===== src/rtl/bcd_pkg.sv =====
// shared types, constants and register codes of the band energy cutoff detector
package bcd_pkg;

  localparam int BIN_W      = 13;
  localparam int SAMPLE_W   = 16;
  localparam int SUM_W      = 48;
  localparam int RATIO_W    = 16;
  localparam int SQ_W       = 2 * SAMPLE_W - 1;
  localparam int ENERGY_W   = 2 * SAMPLE_W;
  localparam int CFG_IDX_W  = 3;
  localparam int FIFO_DEPTH = 4;
  localparam int FIFO_AW    = 2;
  localparam int PP_SPLIT   = 24;

  localparam logic [BIN_W-1:0] COUNT_MAX  = 13'd8191;
  localparam logic [BIN_W-1:0] HALF_LIMIT = 13'd4096;
  localparam logic [SUM_W-1:0] SUM_MAX    = {SUM_W{1'b1}};

  // configuration register indexes
  localparam logic [CFG_IDX_W-1:0] REG_HALF_SIZE     = 3'd0;
  localparam logic [CFG_IDX_W-1:0] REG_CUTOFF_BIN    = 3'd1;
  localparam logic [CFG_IDX_W-1:0] REG_MID_START     = 3'd2;
  localparam logic [CFG_IDX_W-1:0] REG_SILENCE_FLOOR = 3'd3;
  localparam logic [CFG_IDX_W-1:0] REG_RATIO_THRESH  = 3'd4;

  typedef enum logic [1:0] {
    VERD_CUTOFF    = 2'd0,
    VERD_NO_CUTOFF = 2'd1,
    VERD_BAD_SETUP = 2'd2,
    VERD_SILENT    = 2'd3
  } verdict_t;

  typedef enum logic [1:0] {
    BAND_NONE = 2'd0,
    BAND_MID  = 2'd1,
    BAND_HIGH = 2'd2
  } band_t;

  typedef struct packed {
    logic signed [SAMPLE_W-1:0] bin_real;
    logic signed [SAMPLE_W-1:0] bin_imag;
    logic                       frame_end;
  } in_item_t;

  typedef struct packed {
    logic             cutoff_found;
    logic [1:0]       verdict;
    logic [SUM_W-1:0] high_band_energy;
    logic [SUM_W-1:0] mid_band_energy;
  } out_item_t;

  typedef struct packed {
    logic [BIN_W-1:0]   half_size;
    logic [BIN_W-1:0]   cutoff_bin;
    logic [BIN_W-1:0]   mid_start_bin;
    logic [SUM_W-1:0]   silence_floor;
    logic [RATIO_W-1:0] ratio_thresh;
  } cfg_t;

  // one classified bin on its way from the front to the back
  typedef struct packed {
    band_t                      band;
    logic signed [SAMPLE_W-1:0] re;
    logic signed [SAMPLE_W-1:0] im;
    logic                       last;
  } bin_entry_t;

endpackage


===== src/rtl/bcd_front.sv =====
// front end: numbers incoming bins and sorts them into bands
module bcd_front (
  input  logic              clk,
  input  logic              rst_n,
  input  logic              in_valid,
  input  logic              in_stall,
  input  bcd_pkg::in_item_t in_data,
  input  bcd_pkg::cfg_t     cfg,
  output logic              push,
  output bcd_pkg::bin_entry_t entry
);
  import bcd_pkg::*;

  logic [BIN_W-1:0] bin_cnt_r, bin_cnt_nxt;
  logic [BIN_W-1:0] half;

  assign push = in_valid && !in_stall;
  assign half = (cfg.half_size > HALF_LIMIT) ? HALF_LIMIT : cfg.half_size;

  always_comb begin
    entry.re   = in_data.bin_real;
    entry.im   = in_data.bin_imag;
    entry.last = in_data.frame_end;
    if (bin_cnt_r >= half) begin
      entry.band = BAND_NONE;
    end else if (bin_cnt_r >= cfg.cutoff_bin) begin
      entry.band = BAND_HIGH;
    end else if (bin_cnt_r >= cfg.mid_start_bin) begin
      entry.band = BAND_MID;
    end else begin
      entry.band = BAND_NONE;
    end
  end

  always_comb begin
    bin_cnt_nxt = bin_cnt_r;
    if (push) begin
      if (in_data.frame_end) begin
        bin_cnt_nxt = '0;
      end else if (bin_cnt_r < COUNT_MAX) begin
        bin_cnt_nxt = bin_cnt_r + 1'b1;
      end
    end
  end

  always_ff @(posedge clk) begin
    if (!rst_n) begin
      bin_cnt_r <= '0;
    end else begin
      bin_cnt_r <= bin_cnt_nxt;
    end
  end

endmodule


===== src/rtl/bcd_fifo.sv =====
// short queue of classified bins between front and back
module bcd_fifo (
  input  logic                clk,
  input  logic                rst_n,
  input  logic                push,
  input  bcd_pkg::bin_entry_t push_data,
  input  logic                pop,
  output logic                full,
  output logic                not_empty,
  output bcd_pkg::bin_entry_t pop_data
);
  import bcd_pkg::*;

  bin_entry_t           mem_r [FIFO_DEPTH];
  logic [FIFO_AW-1:0]   wr_ptr_r, wr_ptr_nxt;
  logic [FIFO_AW-1:0]   rd_ptr_r, rd_ptr_nxt;
  logic [FIFO_AW:0]     count_r, count_nxt;
  logic                 do_pop;

  assign full      = (count_r == FIFO_AW'(0) + (FIFO_AW+1)'(FIFO_DEPTH));
  assign not_empty = (count_r != '0);
  assign pop_data  = mem_r[rd_ptr_r];
  assign do_pop    = pop && not_empty;

  always_comb begin
    wr_ptr_nxt = push ? wr_ptr_r + 1'b1 : wr_ptr_r;
    rd_ptr_nxt = do_pop ? rd_ptr_r + 1'b1 : rd_ptr_r;
    count_nxt  = count_r;
    if (push && !do_pop) begin
      count_nxt = count_r + 1'b1;
    end else if (!push && do_pop) begin
      count_nxt = count_r - 1'b1;
    end
  end

  always_ff @(posedge clk) begin
    if (!rst_n) begin
      wr_ptr_r <= '0;
      rd_ptr_r <= '0;
      count_r  <= '0;
    end else begin
      wr_ptr_r <= wr_ptr_nxt;
      rd_ptr_r <= rd_ptr_nxt;
      count_r  <= count_nxt;
    end
  end

  always_ff @(posedge clk) begin
    if (push) begin
      mem_r[wr_ptr_r] <= push_data;
    end
  end

endmodule


===== src/rtl/bcd_back.sv =====
// back end: squares, band accumulation, ratio test and result register
module bcd_back (
  input  logic                clk,
  input  logic                rst_n,
  input  bcd_pkg::cfg_t       cfg,
  input  logic                q_valid,
  input  bcd_pkg::bin_entry_t q_data,
  output logic                q_pop,
  output logic                out_valid,
  input  logic                out_stall,
  output bcd_pkg::out_item_t  out_data
);
  import bcd_pkg::*;

  localparam int PP_LO_W = RATIO_W + PP_SPLIT;
  localparam int PP_HI_W = RATIO_W + SUM_W - PP_SPLIT;
  localparam int PROD_W  = RATIO_W + SUM_W;

  logic en;

  // square stage
  logic            s1_valid_r;
  band_t           s1_band_r;
  logic            s1_last_r;
  logic [SQ_W-1:0] s1_sq_re_r, s1_sq_im_r;
  logic signed [2*SAMPLE_W-1:0] sq_re, sq_im;

  // accumulators
  logic [SUM_W-1:0]    high_acc_r, high_acc_nxt;
  logic [SUM_W-1:0]    mid_acc_r, mid_acc_nxt;
  logic [ENERGY_W-1:0] energy;
  logic [SUM_W:0]      high_sum, mid_sum;
  logic [SUM_W-1:0]    high_fin, mid_fin;

  // frame total stage
  logic             v1_valid_r;
  logic [SUM_W-1:0] v1_high_r, v1_mid_r;

  // partial product stage
  logic               v2_valid_r;
  logic [SUM_W-1:0]   v2_high_r, v2_mid_r;
  logic               v2_bad_r, v2_silent_r;
  logic [PP_LO_W-1:0] v2_pp_lo_r;
  logic [PP_HI_W-1:0] v2_pp_hi_r;

  logic [PROD_W-1:0] prod;
  logic [PROD_W-1:0] high_shift;
  verdict_t          verd;

  logic      out_valid_r;
  out_item_t out_data_r;

  // the whole back end holds while a finished result waits
  assign en    = !out_valid_r || !out_stall;
  assign q_pop = en;

  assign sq_re = q_data.re * q_data.re;
  assign sq_im = q_data.im * q_data.im;

  always_ff @(posedge clk) begin
    if (en) begin
      s1_band_r  <= q_data.band;
      s1_last_r  <= q_data.last;
      s1_sq_re_r <= sq_re[SQ_W-1:0];
      s1_sq_im_r <= sq_im[SQ_W-1:0];
    end
  end

  assign energy   = ENERGY_W'(s1_sq_re_r) + ENERGY_W'(s1_sq_im_r);
  assign high_sum = {1'b0, high_acc_r} + (SUM_W+1)'(energy);
  assign mid_sum  = {1'b0, mid_acc_r} + (SUM_W+1)'(energy);

  always_comb begin
    high_fin = high_acc_r;
    mid_fin  = mid_acc_r;
    case (s1_band_r)
      BAND_HIGH: high_fin = high_sum[SUM_W] ? SUM_MAX : high_sum[SUM_W-1:0];
      BAND_MID:  mid_fin  = mid_sum[SUM_W] ? SUM_MAX : mid_sum[SUM_W-1:0];
      default: ;
    endcase
    high_acc_nxt = high_acc_r;
    mid_acc_nxt  = mid_acc_r;
    if (en && s1_valid_r) begin
      high_acc_nxt = s1_last_r ? '0 : high_fin;
      mid_acc_nxt  = s1_last_r ? '0 : mid_fin;
    end
  end

  always_ff @(posedge clk) begin
    if (en) begin
      v1_high_r <= high_fin;
      v1_mid_r  <= mid_fin;
      v2_high_r <= v1_high_r;
      v2_mid_r  <= v1_mid_r;
      v2_bad_r  <= (cfg.cutoff_bin >= ((cfg.half_size > HALF_LIMIT) ? HALF_LIMIT
                                                                    : cfg.half_size))
                   || (cfg.mid_start_bin >= cfg.cutoff_bin);
      v2_silent_r <= (v1_mid_r <= cfg.silence_floor);
      v2_pp_lo_r  <= cfg.ratio_thresh * v1_mid_r[PP_SPLIT-1:0];
      v2_pp_hi_r  <= cfg.ratio_thresh * v1_mid_r[SUM_W-1:PP_SPLIT];
    end
  end

  // high * 65536 < ratio_thresh * mid
  assign prod       = {v2_pp_hi_r, {PP_SPLIT{1'b0}}} + PROD_W'(v2_pp_lo_r);
  assign high_shift = {v2_high_r, {RATIO_W{1'b0}}};

  always_comb begin
    if (v2_bad_r) begin
      verd = VERD_BAD_SETUP;
    end else if (v2_silent_r) begin
      verd = VERD_SILENT;
    end else if (high_shift < prod) begin
      verd = VERD_CUTOFF;
    end else begin
      verd = VERD_NO_CUTOFF;
    end
  end

  always_ff @(posedge clk) begin
    if (en && v2_valid_r) begin
      out_data_r.cutoff_found     <= (verd == VERD_CUTOFF);
      out_data_r.verdict          <= verd;
      out_data_r.high_band_energy <= v2_high_r;
      out_data_r.mid_band_energy  <= v2_mid_r;
    end
  end

  always_ff @(posedge clk) begin
    if (!rst_n) begin
      s1_valid_r  <= 1'b0;
      v1_valid_r  <= 1'b0;
      v2_valid_r  <= 1'b0;
      out_valid_r <= 1'b0;
      high_acc_r  <= '0;
      mid_acc_r   <= '0;
    end else begin
      high_acc_r <= high_acc_nxt;
      mid_acc_r  <= mid_acc_nxt;
      if (en) begin
        s1_valid_r  <= q_valid;
        v1_valid_r  <= s1_valid_r && s1_last_r;
        v2_valid_r  <= v1_valid_r;
        out_valid_r <= v2_valid_r;
      end
    end
  end

  assign out_valid = out_valid_r;
  assign out_data  = out_data_r;

endmodule


===== src/rtl/band_energy_cutoff_detector_unit.sv =====
// top level of the band energy cutoff detector with its register file
//
// Bins of one frame enter on the in_ channel (in_valid / in_stall), one per
// cycle, in index order; the bin index is counted internally from zero.
// A bin with frame_end set closes the frame and causes exactly one result
// transaction on the out_ channel; every other bin causes none.
// Throughput is one bin per cycle while in_stall is low. After the closing
// bin is taken, a result passes the queue write, squaring, band accumulation,
// ratio partial products, then the output register.
// A four-entry queue parts the front (bin counter and band sort) from the
// back (squares, saturating sums, verdict). While out_stall holds a waiting
// result the back freezes, the queue keeps taking bins, and in_stall rises
// only once the queue is full.
// Registers are written through cfg_valid / cfg_ready / cfg_index /
// cfg_data; cfg_ready is always high and unknown indexes are dropped.
// Reset (rst_n low, synchronous) loads the register defaults and clears the
// bin counter, both band sums, the queue and all pipeline valids.
module band_energy_cutoff_detector_unit (
  input  logic                                       clk,
  input  logic                                       rst_n,
  input  logic                                       in_valid,
  output logic                                       in_stall,
  input  bcd_pkg::in_item_t                          in_data,
  output logic                                       out_valid,
  input  logic                                       out_stall,
  output bcd_pkg::out_item_t                         out_data,
  input  logic                                       cfg_valid,
  output logic                                       cfg_ready,
  input  logic [bcd_pkg::CFG_IDX_W-1:0]              cfg_index,
  input  logic [bcd_pkg::SUM_W-1:0]                  cfg_data
);
  import bcd_pkg::*;

  cfg_t       cfg_r, cfg_nxt;
  logic       push;
  bin_entry_t push_entry;
  logic       q_full, q_valid, q_pop;
  bin_entry_t q_data;

  assign cfg_ready = 1'b1;
  assign in_stall  = q_full;

  always_comb begin
    cfg_nxt = cfg_r;
    if (cfg_valid && cfg_ready) begin
      case (cfg_index)
        REG_HALF_SIZE:     cfg_nxt.half_size     = cfg_data[BIN_W-1:0];
        REG_CUTOFF_BIN:    cfg_nxt.cutoff_bin    = cfg_data[BIN_W-1:0];
        REG_MID_START:     cfg_nxt.mid_start_bin = cfg_data[BIN_W-1:0];
        REG_SILENCE_FLOOR: cfg_nxt.silence_floor = cfg_data;
        REG_RATIO_THRESH:  cfg_nxt.ratio_thresh  = cfg_data[RATIO_W-1:0];
        default: ;
      endcase
    end
  end

  always_ff @(posedge clk) begin
    if (!rst_n) begin
      cfg_r.half_size     <= 13'd256;
      cfg_r.cutoff_bin    <= 13'd93;
      cfg_r.mid_start_bin <= 13'd58;
      cfg_r.silence_floor <= '0;
      cfg_r.ratio_thresh  <= 16'd655;
    end else begin
      cfg_r <= cfg_nxt;
    end
  end

  bcd_front u_front (
    .clk      (clk),
    .rst_n    (rst_n),
    .in_valid (in_valid),
    .in_stall (in_stall),
    .in_data  (in_data),
    .cfg      (cfg_r),
    .push     (push),
    .entry    (push_entry)
  );

  bcd_fifo u_fifo (
    .clk       (clk),
    .rst_n     (rst_n),
    .push      (push),
    .push_data (push_entry),
    .pop       (q_pop),
    .full      (q_full),
    .not_empty (q_valid),
    .pop_data  (q_data)
  );

  bcd_back u_back (
    .clk       (clk),
    .rst_n     (rst_n),
    .cfg       (cfg_r),
    .q_valid   (q_valid),
    .q_data    (q_data),
    .q_pop     (q_pop),
    .out_valid (out_valid),
    .out_stall (out_stall),
    .out_data  (out_data)
  );

endmodule


===== config.mk =====
export PLATFORM = sky130hd
export DESIGN_NAME = band_energy_cutoff_detector_unit
export DESIGN_NICKNAME = d
export VERILOG_FILES = /design/src/rtl/bcd_pkg.sv /design/src/rtl/bcd_front.sv /design/src/rtl/bcd_fifo.sv /design/src/rtl/bcd_back.sv /design/src/rtl/band_energy_cutoff_detector_unit.sv
export SDC_FILE = /design/constraint.sdc
export NUM_CORES = 2
export LEC_CHECK = 0
export BUFFER_PORTS_ARGS = -buffer_cell sky130_fd_sc_hd__buf_2
export CORE_ASPECT_RATIO = 0.7
export CORE_MARGIN = 2
export CORE_UTILIZATION = 24
export DETAILED_ROUTE_END_ITERATION = 8
export PLACE_DENSITY = 0.44
export SLEW_MARGIN = 20
export SYNTH_ARGS = -nofsm -noshare
export SYNTH_HDL_FRONTEND = slang
export SYNTH_SLANG_ARGS = --single-unit

===== constraint.sdc =====
create_clock -name clk -period 10.4 [get_ports clk]
set_clock_uncertainty 0.15 [all_clocks]
set_input_delay 0.52 -clock clk [delete_from_list [all_inputs] [get_ports clk]]
set_output_delay 0.52 -clock clk [all_outputs]
set_load 0.005 [all_outputs]

# --- Word level (Yosys, flattened, before mapping) ---
# Memory sizes are Yosys's and may differ from the RTL's. A register that Yosys moved wholly into a read port is not among the register bits.
# Index checks and enable logic that the tools add are counted.
word_totals:
  ramBits: 140
  input_bits: 89
  ff_bits: 661
  n_memories: 1
  wordCells: 107
  out_inout_bits: 102
memory_table:
  columns: ["memory", "words", "width", "read_ports", "rd_clocked_by_memory_dff", "wr", "line_no", "text"]
  rows:
  - ["u_fifo.mem_r", 4, 35, 1, 1, 1, "bcd_fifo.sv:14", "bin_entry_t mem_r [FIFO_DEPTH];"]
classes:
  n_mux: 21
  n_reduce_logical: 25
  order_cmp: 9
  eq_ne: 7
  add_sub_neg: 9
  mul: 4
op_table:
  columns: ["operator", "count"]
  rows:
  - ["two-way mux 48 bit", 6]
  - ["adder 48 x 32 -> 49 bit", 2]
  - ["multiplier 16 x 24 -> 40 bit", 2]
  - [">= comparator 13 bit", 5]
  - ["adder 64 x 40 -> 64 bit", 1]
  - ["< comparator 64 bit", 1]
  - ["multiplier 16 x 16 -> 31 bit", 2]
  - ["less-or-equal comparator 48 bit", 1]
  - ["two-way mux 13 bit", 3]
  - ["adder 31 x 31 -> 32 bit", 1]
  - ["adder 13 x 1 -> 13 bit, second input constant", 1]
  - ["> comparator 13 bit, second input constant", 1]
  - ["< comparator 13 bit, second input constant", 1]
  - ["two-way mux 2 bit", 6]
  - ["AND reduction 2 bit", 6]
  - ["logical AND 1 bit", 7]
  - ["== test 3 x 2 -> 1 bit, second input constant", 2]
  - ["== test 3 bit, second input constant", 2]
  - ["two-way mux 3 bit", 2]
  - ["logical NOT 1 bit", 5]
  - ["adder 2 x 1 -> 2 bit, second input constant", 2]
  - ["two-way mux 1 bit", 4]
  - ["nonzero test 2 bit", 2]
  - ["adder 3 x 1 -> 3 bit, second input constant", 1]
  - ["8 further kinds", 9]

# --- Longest topological paths before layout ---
depth:
  ltp_word: 7
  depth_mapped: 33
  ltp_nobuf: 29

# --- By module ---
# From an unflattened synthesis, not the netlist that was laid out.
unflattened:
  hier_cells: 7827
  area_unflattened_um2: 79796.5
modules_own_cells:
  columns: ["module", "cells_per_inst", "area_each_um2", "instances", "seq_area_each_um2"]
  rows:
  - ["bcd_back", 6943, 68275.5, 1, 15094.5]
  - ["bcd_fifo", 226, 5579.1, 1, 4384.2]
  - ["band_energy_cutoff_detector_unit", 408, 4021.4, 1, 2062.0]
  - ["bcd_front", 250, 1920.6, 1, 260.2]

# --- Worst setup path before layout ---
# OpenSTA, ideal clock, no wires.
synth_timing:
  path_kind: "input to register"
  from: "input port out_stall"
  to: "register u_back.out_data_r, in the netlist u_back.out_data[0], enable pin"
  arrival_time_ns: 10.550
  path_slack_ns: -0.769
  setup_time_ns: 0.469
  path_buffers: 0
  stages: 2
  required_ns: 9.781
  path_cell_list: "nand2_1 -> and2_1"
synth_via:
  elab_chain_len: 3
synth_rtl:
  columns: ["item", "line_no", "text"]
  rows:
  - ["start, declared", "band_energy_cutoff_detector_unit.sv:25", "input logic out_stall,"]
  - ["logical NOT 1 bit", "bcd_back.sv:54", "assign en = !out_valid_r || !out_stall;"]
  - ["logical OR 1 bit", "bcd_back.sv:54", null]
  - ["logical AND 1 bit", "bcd_back.sv:121", "if (en && v2_valid_r) begin"]
  - ["end, declared", "bcd_back.sv:51", "out_item_t out_data_r;"]
# No other way between the ends.
# A chain may end at the register's enable or synchronous reset.

==> flow_summary.yaml <==
finish:
  num-nets-final: 9903
  fill_cells: 34487
  area_growth_syn_to_layout_pct: 13.4
  layout-drive-gt1-share_pct: 7.08
  fin_area_um2: 89500
sta:
  tightest_slew_ns: 1.16
  post-route-period-util_pct: 83.5
  relSlewSlack_pct: 22.7
  hold_viol: 0
  rsz0062_at_grt: "false"
  setup_viol: 0
  fmax_ghz: 0.115
  min_period_ns: 8.68
  slew_viol_final: 0
  final.setup.tns_ns: 0
  hold_slack_ns: 0.154
run_status:
  status: "finished, final reports clean"
floorplan:
  die_h_um: 484
  die-area_um2: 334000
  initial_core_util_pct: 24.1
  fp.dieW_um: 689
  io_pins: 191
  core_um2: 328000
  row_count: 176
yosys:
  synth_area_um2: 78900
  syn_nets: 9703
  ys_seq_area_share_pct: 27.6
  synth_edf_count: 576
  synthesis.instances: 7863
  avgSynthCellArea_um2: 10.0
  ys_ff_latch: 801
  yosys_most_used_dff: "edfxtp_1"
  ys.warnings.count: 0
  ys_types: 96
  async_flop_share_pct: 0
global_route:
  grt_first_pass_wirelength_um: 360000
  gr-usage-met2_pct: 21.8
  grt_max_degree: 84
  grt.busiest_layer: "met2"
  grt_pass1_vias: 57880
  grt_use_met3_pct: 1.74
  antenna_found_initial: 13
  grt_usage_pct: 14.0
  met1_usage_pct: 20.4
  grt-ovfl-total: 0
critical_path:
  r2r-end: "u_back.s1_sq_re_r[30]"
  worst-path-max-fanout: 51
  rr_worst_depth: 23
  critPathArrivalTime_ns: 8.97
  r2r_slack_ns: 1.72
  critPathRequiredTime_ns: 10.69
  endpoint: "u_back.s1_sq_re_r[30]"
  critPathKind: "reg -> reg"
  worstSetupEndpointType: "flip-flop"
  startpoint_type: "flip-flop"
min_path:
  min-delay-start: "rst_n"
  min_path_type: "in -> reg"
placement:
  gp_congestion: 0.855
  placed_cell_area_um2: 85200
  portBuffers: 189
  dp_hpwl_um: 180000
clock_network:
  cts_resized: 0
  tritoncts: "done"
  root_buffer: "clkbuf_16"
  cts.path.max_buffers: 3
  path_clk_slew_ns: 0.06
  cts_buffers: 98
  clkSinkCount: 801
  ctsHoldBuffers: 82
  clock_latency_ns: 0.77
  ctsHtreeMaxLevel: 3
  cts_setup_buffers: 0
drt:
  vias_per_cell: 4.36
  num_vias: 54567
  drtIter0Drc: 3454
  wl_per_cell_um: 18.5
  drtPass1Iterations: 6
  ant_nets: 0
  drc_errors: 0
  wl_um: 232000
flow_run:
  maxCapViolations: 0
## final cells by class
class                      instances  area [um^2]  share of cell area (%)
multi-input combinational       5314        50600                    56.6
tap                             4361         5460                    6.10
clock inverter                    57          830                   0.927
timing repair buffer             376         2590                    2.90
sequential                       801        21800                    24.4
clock buffer                     127         2620                    2.93
inverter                        1472         5530                    6.18
antenna                            9         22.5                  0.0252
## through the flow
stage | std cells | util (%) | setup WS, ns
floorplan | 7863 | - | 2.24
global placement | 12242 | 26.0 | 1.87
detailed placement | 12242 | 26.0 | 1.66
CTS | 12508 | 27.3 | 1.66
global route | 12513 | 27.3 | 1.25
finish | 12517 | 27.3 | 1.72
## Yosys cell counts (8+ instances only)
cell	n	area [um^2]
a2111oi_0	8	70.1
a211o_1	9	78.8
a211oi_1	29	218
a21boi_0	95	713
a21o_1	142	1070
a21oi_1	282	1410
a22o_1	53	464
a311oi_1	12	105
a31o_2	11	96.3
a31oi_1	31	194
a41oi_1	12	105
and2_1	369	2310
and3_1	50	313
buf_1	13	48.8
buf_2	9	45.0
clkbuf_1	252	946
dfxtp_1	225	4500
edfxtp_1	576	17300
fa_1	1074	21500
ha_1	677	8470
inv_1	1464	5500
mux2_2	28	315
mux2i_1	30	300
mux4_2	9	203
nand2_1	997	3740
nand2b_1	37	231
nand3_1	72	360
nand4_1	58	363
nor2_1	357	1340
nor2b_1	58	363
nor3_1	49	245
nor4_1	13	81.3
o211ai_1	17	128
o21a_1	56	420
o21ai_0	129	646
o21ai_1	27	135
o21bai_1	37	278
o22a_1	13	114
o31ai_1	13	97.6
or2_2	16	100
or3_1	18	113
xnor2_1	195	1710
xor2_1	108	946
## layer usage
metal,share of wire [%],up-vias
met1,49,27475
li1,-,25661
met5,0.010,-
met3,4.6,254
met2,44,1173
met4,3.1,4
## worst min path at each step
| stage | cells past startpoint | slack [ns] | endpoint |
|---|---|---|---|
| 2_1_floorplan | 0 | 0.25 | u_back.out_data[0] |
| 3_3_place_gp | 0 | 0.25 | u_back.out_data[45] |
| 3_5_place_dp | 0 | 0.25 | u_back.out_data[21] |
| 4_1_cts | 2 | 0.08 | cfg_r[58] |
| 5_1_grt | 2 | 0.12 | cfg_r[40] |
| 6_report | 2 | 0.15 | cfg_r[40] |
## critical path: stages (launching register included)
cell and delay (ns):
dfxtp_4 0.87, mux2_2 0.42, o21ai_1 0.74, clkinv_1 0.68
nand2_1 0.28, fa_1 0.47, fa_1 0.53, fa_1 0.52
inv_1 0.06, fa_1 0.51, fa_1 0.50, inv_1 0.05
fa_1 0.47, inv_1 0.04, ha_1 0.38, a21o_1 0.20
a311oi_1 0.07, o21ai_0 0.37, nand4_1 0.19, a31o_2 0.26
a21oi_1 0.21, a21o_1 0.16, a21oi_1 0.08, xnor2_1 0.13
## registers in the layout, indices dropped and copies added (netlist names), 2 cells and up, named ones only
register and count:
u_fifo.rd_ptr_r 2, u_back.mid_acc_r 48, u_back.v2_mid_r 48, u_back.s1_band_r 2, u_back.out_data 99, u_back.high_acc_r 48
u_back.s1_sq_im_r 30, u_back.v1_high_r 48, cfg_r 103, u_back.v2_high_r 48, u_back.s1_sq_re_r 30, u_fifo.wr_ptr_r 2
u_back.v2_pp_hi_r 40, u_fifo.mem_r 140, u_back.v1_mid_r 48, u_front.bin_cnt_r 13, u_back.v2_pp_lo_r 40, u_fifo.count_r 3
## placed cells by master, fill, tap and decap left out, drive strengths merged, types with 50 or more instances in the layout
master,count
inv,1473
fa,1074
nand2,997
ha,677
edfxtp,576
and2,372
nor2,360
buf,294
a21oi,285
dfxtp,225
xnor2,195
o21ai,159
a21o,142
clkbuf,127
xor2,108
a21boi,96
dlygate4sd3,82
nand3,72
nand4,58
nor2b,58
o21a,57
a22o,53
and3,50
nor3,50
## cell families after synthesis
family | count (synthesis) | synth area share (%)
buf+inv | 1748 | 8.33
flops | 801 | 27.6
other cells | 1 | 0.00475
xor+xnor | 303 | 3.36
compound gates | 1060 | 9.14
simple gates | 2132 | 12.5
fa+ha+maj | 1751 | 38.0
mux | 67 | 1.04
Power is left out: the tool's default activity adds up to more than one toggle a clock period on the data nets, which glitch-free logic cannot reach.
